[src/sv/vpp_pkg.sv]
// Package for the vertex perspective projection pipeline.
// Holds widths, register codes, the configuration struct and the pixel clamp.
// No dependencies.
`default_nettype none
package vpp_pkg;

  localparam int CW    = 16;  // model coordinate
  localparam int CFG_DW = 16; // config write data
  localparam int CFG_IW = 4;  // config index
  localparam int SZW   = 11;  // viewport size
  localparam int PXW   = 10;  // pixel field
  localparam int SW    = 33;  // scaled coordinate
  localparam int PW    = 50;  // rotation product
  localparam int RW    = 36;  // rotated / translated coordinate, w
  localparam int XCW   = 53;  // clip coordinate
  localparam int BW    = 47;  // clamped numerator, 2W
  localparam int NW    = 58;  // dividend, aspect products
  localparam int QW    = 11;  // quotient bits = divider stages
  localparam int ROT_SH = 14; // Q2.14 trig
  localparam int DOF_SH = 8;  // depth offset to scaled format
  localparam int PRJ_SH = 12; // Q4.12 projection

  localparam int XF_ST = 4;
  localparam int CL_ST = 3;
  localparam int NS    = XF_ST + CL_ST + QW + 1;

  localparam logic [CFG_IW-1:0] REG_COS    = CFG_IW'(0);
  localparam logic [CFG_IW-1:0] REG_SIN    = CFG_IW'(1);
  localparam logic [CFG_IW-1:0] REG_SCALE  = CFG_IW'(2);
  localparam logic [CFG_IW-1:0] REG_DOFF   = CFG_IW'(3);
  localparam logic [CFG_IW-1:0] REG_XPS    = CFG_IW'(4);
  localparam logic [CFG_IW-1:0] REG_YPS    = CFG_IW'(5);
  localparam logic [CFG_IW-1:0] REG_WIDTH  = CFG_IW'(6);
  localparam logic [CFG_IW-1:0] REG_HEIGHT = CFG_IW'(7);

  typedef struct packed {
    logic signed [15:0] cos_theta;
    logic signed [15:0] sin_theta;
    logic [15:0]        object_scale;
    logic signed [15:0] depth_offset;
    logic [15:0]        x_proj_scale;
    logic [15:0]        y_proj_scale;
    logic [SZW-1:0]     screen_width;
    logic [SZW-1:0]     screen_height;
  } cfg_t;

  localparam cfg_t CFG_RST = '{
    cos_theta:     16'sd16384,
    sin_theta:     16'sd0,
    object_scale:  16'd1280,
    depth_offset:  -16'sd6400,
    x_proj_scale:  16'd5321,
    y_proj_scale:  16'd7094,
    screen_width:  11'd320,
    screen_height: 11'd240
  };

  // min(size-1, q, 1023); zero size gives zero
  function automatic logic [PXW-1:0] pix_sat(input logic [QW-1:0] q,
                                             input logic [SZW-1:0] size);
    logic [SZW-1:0] lim;
    logic [SZW-1:0] m;
    lim = size - SZW'(1);
    m = (SZW'(q) > lim) ? lim : SZW'(q);
    if (size == '0) begin
      pix_sat = '0;
    end else if (m > SZW'({PXW{1'b1}})) begin
      pix_sat = {PXW{1'b1}};
    end else begin
      pix_sat = m[PXW-1:0];
    end
  endfunction

endpackage
`default_nettype wire

[src/sv/vpp_div.sv]
// Pipelined restoring divider, one quotient bit per stage.
// Quotient is known to fit QW bits. Depends on vpp_pkg.
`default_nettype none
module vpp_div (
  input  wire logic                       clk,
  input  wire logic [vpp_pkg::QW-1:0]     en,
  input  wire logic [vpp_pkg::NW-1:0]     num,
  input  wire logic [vpp_pkg::BW-1:0]     den,
  output logic [vpp_pkg::QW-1:0]          quo
);
  import vpp_pkg::*;

  logic [NW-1:0] rem_r [QW];
  logic [BW-1:0] den_r [QW];
  logic [QW-1:0] q_r   [QW];

  for (genvar i = 0; i < QW; i++) begin : g_st
    logic [NW-1:0] rin, dsh;
    logic [BW-1:0] din;
    logic [QW-1:0] qin;
    if (i == 0) begin : g_first
      assign rin = num;
      assign din = den;
      assign qin = '0;
    end else begin : g_next
      assign rin = rem_r[i-1];
      assign din = den_r[i-1];
      assign qin = q_r[i-1];
    end
    assign dsh = NW'(din) << (QW - 1 - i);
    always_ff @(posedge clk) begin
      if (en[i]) begin
        den_r[i] <= din;
        if (rin >= dsh) begin
          rem_r[i] <= rin - dsh;
          q_r[i]   <= {qin[QW-2:0], 1'b1};
        end else begin
          rem_r[i] <= rin;
          q_r[i]   <= {qin[QW-2:0], 1'b0};
        end
      end
    end
  end

  assign quo = q_r[QW-1];

endmodule
`default_nettype wire

[config.mk]
export PLATFORM = sky130hd
export DESIGN_NAME = vpp_div
export DESIGN_NICKNAME = d
export VERILOG_FILES = /design/src/sv/vpp_pkg.sv /design/src/sv/vpp_div.sv
export SDC_FILE = /design/constraint.sdc
export NUM_CORES = 2
export LEC_CHECK = 0
export ABC_AREA = 1
export BUFFER_PORTS_ARGS = -buffer_cell sky130_fd_sc_hd__buf_2
export CORE_MARGIN = 3
export CORE_UTILIZATION = 46
export CTS_CLUSTER_DIAMETER = 60
export CTS_CLUSTER_SIZE = 20
export DETAILED_ROUTE_END_ITERATION = 10
export PLACE_DENSITY = 0.7
export SLEW_MARGIN = 40
export SYNTH_ARGS = -nofsm -noshare
export SYNTH_HDL_FRONTEND = slang
export SYNTH_SLANG_ARGS = --single-unit
[constraint.sdc]
create_clock -name clk -period 8.54 [get_ports clk]
set_clock_uncertainty 0.15 [all_clocks]
set_input_delay 0.854 -clock clk [delete_from_list [all_inputs] [get_ports clk]]
set_output_delay 0.854 -clock clk [all_outputs]
set_load 0.01 [all_outputs]
Word level (Yosys, flattened, before mapping)
Memory sizes are Yosys's and may differ from the RTL's.
Index checks and enable logic that the tools add are counted.
- memory bits (writable): 1276
- bits in latches: 0
- register bits after elaboration: 0
- word-level logic and storage cells: 157
- ROM bits: 0
- memories kept: 3
- memories (memory ; depth ; width ; read ports ; clocked after memory_dff ; write ports ; line ; RTL):
    rem_r ; 11 ; 58 ; 10 ; 0 ; 11 ; vpp_div.sv:13 ; logic [NW-1:0] rem_r [QW];
    den_r ; 11 ; 47 ; 10 ; 0 ; 11 ; vpp_div.sv:14 ; logic [BW-1:0] den_r [QW];
    q_r ; 11 ; 11 ; 11 ; 0 ; 11 ; vpp_div.sv:15 ; logic [QW-1:0] q_r [QW];
- shift operators: 0
- eq/ne operators: 0
- multipliers: 0
- div/mod/pow operators: 0
- reduce and logical (&&, ||, !) cells: 0
- bitwise operators: 22
- order comparisons: 11
- multiplexer cells: 110
- add/subtract/negate cells: 11
- operators with widths (operator ; count):
    $mux 58 ; 11
    $mux 11 ; 11
    $mux 1 ; 88
    $ge 58x47->1 ; 1
    $ge 58x48->1 ; 1
    $ge 58x49->1 ; 1
    $ge 58x50->1 ; 1
    $ge 58x51->1 ; 1
    $ge 58x52->1 ; 1
    $ge 58x53->1 ; 1
    $ge 58x54->1 ; 1
    $ge 58x55->1 ; 1
    $ge 58x56->1 ; 1
    $ge 58x57->1 ; 1
    $sub 58x47->58 ; 1
    $sub 58x48->58 ; 1
    $sub 58x49->58 ; 1
    $sub 58x50->58 ; 1
    $sub 58x51->58 ; 1
    $sub 58x52->58 ; 1
    $sub 58x53->58 ; 1
    $sub 58x54->58 ; 1
    $sub 58x55->58 ; 1
    $sub 58x56->58 ; 1
    other kinds (2) ; 23

Longest topological paths before layout
An unclocked memory read counts as a cell.
- depth after elaboration: 6
- mapped depth: 19
- gate-level depth less buffers: 17

Least setup slack after synthesis
OpenSTA, ideal clock, no wires.
- path kind: input-to-reg
- start point: in en[7] (netlist bit)
- end point: mem q_r[7][0], enable pin
- library setup time: 0.447 ns
- arrival time: 2.975 ns
- stages on the path: 2
- slack: 4.968 ns
- cells stage by stage: clkbuf_1 -> clkbuf_1
- RTL lines (item ; line ; RTL):
    from (decl) ; vpp_div.sv:6 ; input wire logic [vpp_pkg::QW-1:0] en,
    to (decl) ; vpp_div.sv:15 ;

==> flow_summary.json <==
{
  "initialDrtViolationCount": 8806,
  "hpwlAfterDp_mm": 273,
  "synth-edff-count": 1115,
  "cp-end-kind": "flop",
  "tritoncts.num_buffers": 109,
  "drt_drc_violations_left": 0,
  "die-width_um": 442,
  "htree_num_levels": 3,
  "vias_per_cell": 5.22,
  "critPathMostFrequentCell": "sky130_fd_sc_hd__nand2_1",
  "crit_family": "simple AND/OR/NAND/NOR gates",
  "path_buf_inv": 1,
  "overall_power_mw": 29.2,
  "largest_net_degree_at_the_start_of_global_routing": 75,
  "yosysUniqueCellTypes": 51,
  "totalWireLength_mm": 326,
  "min_period_ns": 4.36,
  "met2_length_mm": 147,
  "yosysSeqAreaShare_pct": 38.3,
  "ys_async_sr_fraction_pct": 0,
  "dieHeight_um": 442,
  "fmax_mhz": 229,
  "finalSetupViolations": 0,
  "final_cell_area_um2": 94700,
  "p_leak_nw": 50.2,
  "arrival_ns": 4.72,
  "post_synthesis_sequential_element_count": 1116,
  "prevailing_post_synth_register_cell": "sky130_fd_sc_hd__edfxtp_1",
  "max_slew_margin_pct": 38.6,
  "timing.critical_path.fanout_max": 53,
  "io_buffers": 127,
  "post_cts_resized": 0,
  "critPathLaunchType": "flop",
  "area_of_the_placeable_core_um2": 188000,
  "firstDrtPassIters": 7,
  "max_cap_viol_count": 0,
  "r2r_start": "rem_r[0][17]$_DFFE_PP_",
  "detailroute.wirelength.met3_mm": 25.7,
  "final.period_utilization_pct": 51.0,
  "number_of_instances_in_the_synthesized_netlist": 12854,
  "proportion_of_layout_cells_with_a_drive_suffix_above_1_pct": 3.46,
  "syn_nets": 13498,
  "netlist_area_um2": 87500,
  "timing.reg2reg.setup_slack_ns": 4.18,
  "tritoncts_clock_tree": "built",
  "post-cts-setup-buffer-count": 0,
  "power.clock.fraction_pct": 18.1,
  "place.detailed.instances": 15388,
  "crit_path_top_delay_cell": "sky130_fd_sc_hd__clkinv_2",
  "setup.worst_path.start": "rem_r[0][17]$_DFFE_PP_",
  "finalHoldWorstSlack_ns": 0.102,
  "worst_path_largest_cell_delay_ns": 0.79,
  "cts_max_path_buffers": 3,
  "power.switching_mw": 14.1,
  "globalRoute.totalOverflow": 0,
  "timing_max_transition_violations_final": 0,
  "clkLatencyLatePin_ns": 0.79,
  "gpl_wtd_cong": 1.03,
  "top_layer_used": "met5",
  "most_common_cell_after_layout_fill_and_taps_aside": "sky130_fd_sc_hd__nand2_1",
  "worst_setup_path_endpoint": "rem_r[1][50]$_DFFE_PP_",
  "outcome": "complete, no violations",
  "nNetsFinal": 13649,
  "placement_rows": 159,
  "transition_time_at_the_pin_with_the_least_slew_margin_ns": 0.914,
  "io_pins": 128,
  "worstSetupPathDepth": 12,
  "initial_utilization_pct": 46.4,
  "timing.critical_path.required_ns": 8.90,
  "num-fill-cells": 19122,
  "syn_avg_cell_area_um2": 6.80,
  "area_growth_pct": 8.34,
  "antenna_violations_before_repair": 4,
  "route.detailed.wl_per_inst_um": 20.9,
  "instances_no_fill": 15592,
  "worst-r2r-cell-count": 12,
  "dpl-instance-area_um2": 90800,
  "remaining_antenna_violation_count": 0,
  "seqPwrFrac_pct": 31.5,
  "die_area_um2": 195000,
  "grt_pass1_wl_mm": 475,
  "totalNegativeSetupSlack_ns": 0,
  "mostFrequentLayoutCells": "sky130_fd_sc_hd__nand2_1, sky130_fd_sc_hd__inv_1, sky130_fd_sc_hd__edfxtp_1, sky130_fd_sc_hd__nor2_1, sky130_fd_sc_hd__nand3_1",
  "reg2reg_to": "rem_r[1][50]$_DFFE_PP_",
  "pwr-share-comb_pct": 50.4,
  "p_per_area_nw_per_um2": 309,
  "clk_transition_reported_paths_ns": 0.08,
  "groute.usage.overall_pct": 32.3,
  "holdCritPathClass": "input port to flop",
  "hold_bufs_at_cts": 0,
  "internal_power_mw": 15.1,
  "yosys_warnings": 0,
  "route.layer.met1.wl_mm": 135,
  "ctsRootBufferMaster": "sky130_fd_sc_hd__clkbuf_16",
  "numClockSinks": 1116,
  "via_count_of_the_first_global_routing_pass": 74221,
  "dr_total_vias": 81356,
  "crit_path_cell_trace": "ha_1 > nand2_1 > nor2_1 > nand4_1 > nand2_1 > nand2_1 > nand2_1 > nand3_1 > nand2_4 > clkinv_2 > nand2_1 > nand2_1",
  "rsz_0062_raised_after_global_routing": "false",
  "final_hold_viols": 0,
  "worst-setup-path-type": "flop to flop",
  "ir_drop_mv": 0.193,
  "swShare_pct": 48.2
}
layer usage:
layer	vias up	track usage (%)
met1	36929	42.7
met4	10	14.9
li1	40264	-
met2	3488	52.6
met3	665	4.51
met5	-	0
Yosys cell counts, types with 6 or more instances:
| cell type | number | area (um2) |
|---|---|---|
| sky130_fd_sc_hd__nand2_2 | 13 | 81.3 |
| sky130_fd_sc_hd__a21boi_0 | 7 | 52.6 |
| sky130_fd_sc_hd__nand3b_1 | 92 | 691 |
| sky130_fd_sc_hd__fa_1 | 10 | 200 |
| sky130_fd_sc_hd__xor2_1 | 187 | 1640 |
| sky130_fd_sc_hd__ha_1 | 517 | 6470 |
| sky130_fd_sc_hd__nor2_2 | 22 | 138 |
| sky130_fd_sc_hd__nor4_1 | 17 | 106 |
| sky130_fd_sc_hd__buf_6 | 20 | 225 |
| sky130_fd_sc_hd__buf_2 | 53 | 265 |
| sky130_fd_sc_hd__nand2_1 | 5044 | 18900 |
| sky130_fd_sc_hd__xnor2_1 | 66 | 578 |
| sky130_fd_sc_hd__a21oi_1 | 468 | 2340 |
| sky130_fd_sc_hd__buf_4 | 19 | 143 |
| sky130_fd_sc_hd__and3_1 | 6 | 37.5 |
| sky130_fd_sc_hd__o21ai_0 | 158 | 791 |
| sky130_fd_sc_hd__edfxtp_1 | 1115 | 33500 |
| sky130_fd_sc_hd__clkbuf_1 | 23 | 86.3 |
| sky130_fd_sc_hd__nand4_1 | 192 | 1200 |
| sky130_fd_sc_hd__nor3_1 | 99 | 495 |
| sky130_fd_sc_hd__and2_1 | 25 | 156 |
| sky130_fd_sc_hd__nor2_1 | 941 | 3530 |
| sky130_fd_sc_hd__nand3_1 | 769 | 3850 |
| sky130_fd_sc_hd__nor3_2 | 6 | 60.1 |
| sky130_fd_sc_hd__inv_1 | 2772 | 10400 |
| sky130_fd_sc_hd__nand3_2 | 11 | 110 |
| sky130_fd_sc_hd__o21ai_1 | 48 | 240 |
| sky130_fd_sc_hd__o21bai_1 | 60 | 450 |
| sky130_fd_sc_hd__o21a_1 | 16 | 120 |
| sky130_fd_sc_hd__a21o_1 | 10 | 75.1 |
| sky130_fd_sc_hd__inv_2 | 23 | 86.3 |
cell families after synthesis:
| logic type | Yosys count | synth area share, % |
|---|---|---|
| buf+inv | 2913 | 12.8 |
| flops | 1116 | 38.3 |
| xor+xnor | 253 | 2.53 |
| compound gates | 780 | 4.78 |
| fa+ha+maj | 527 | 7.63 |
| simple gates | 7265 | 33.9 |
state kept, by name, indices dropped and copies added (netlist names):
| register | flops |
|---|---|
| rem_r | 580 |
| den_r | 470 |
| q_r | 66 |
through the flow:
stage	utilization [%]	setup WS, ns
2_1_floorplan	-	4.97
3_3_place_gp	48.2	3.99
3_5_place_dp	48.2	3.98
4_1_cts	50.3	4.55
5_1_grt	50.3	3.98
6_report	50.3	4.18
worst min path at each step:
stage / start / to / cells past startpoint
global placement: q_r[2][1]$_DFFE_PP_ / q_r[3][2]$_DFFE_PP_ / 0
floorplan: q_r[9][9]$_DFFE_PP_ / q_r[10][10]$_DFFE_PP_ / 0
finish: den[19] / den_r[0][19]$_DFFE_PP_ / 1
detailed placement: q_r[9][4]$_DFFE_PP_ / q_r[10][5]$_DFFE_PP_ / 0
CTS: den[19] / den_r[0][19]$_DFFE_PP_ / 1
global route: den[19] / den_r[0][19]$_DFFE_PP_ / 1
final cells by class:
type                       instances  area [um2]  share of cell area, %
multi-input combinational       8825       42800                   45.1
antenna                            4        10.0                 0.0106
clock inverter                    86        1160                   1.23
timing repair buffer             158         927                  0.979
sequential                      1116       33500                   35.4
inverter                        2795       10500                   11.1
clock buffer                     113        2760                   2.92
tap                             2495        3120                   3.29
power by group through the flow:
stage | clock (mW) | combinational, mW | sequential (mW)
6_report | 5.30 | 14.7 | 9.20
5_1_grt | 5.58 | 16.5 | 9.21
4_1_cts | 5.39 | 14.4 | 9.17
3_5_place_dp | 0 | 14.4 | 9.28
3_3_place_gp | 0 | 14.3 | 9.30
2_1_floorplan | 0 | 10.2 | 8.38
Power figures use the tool's default switching activity.
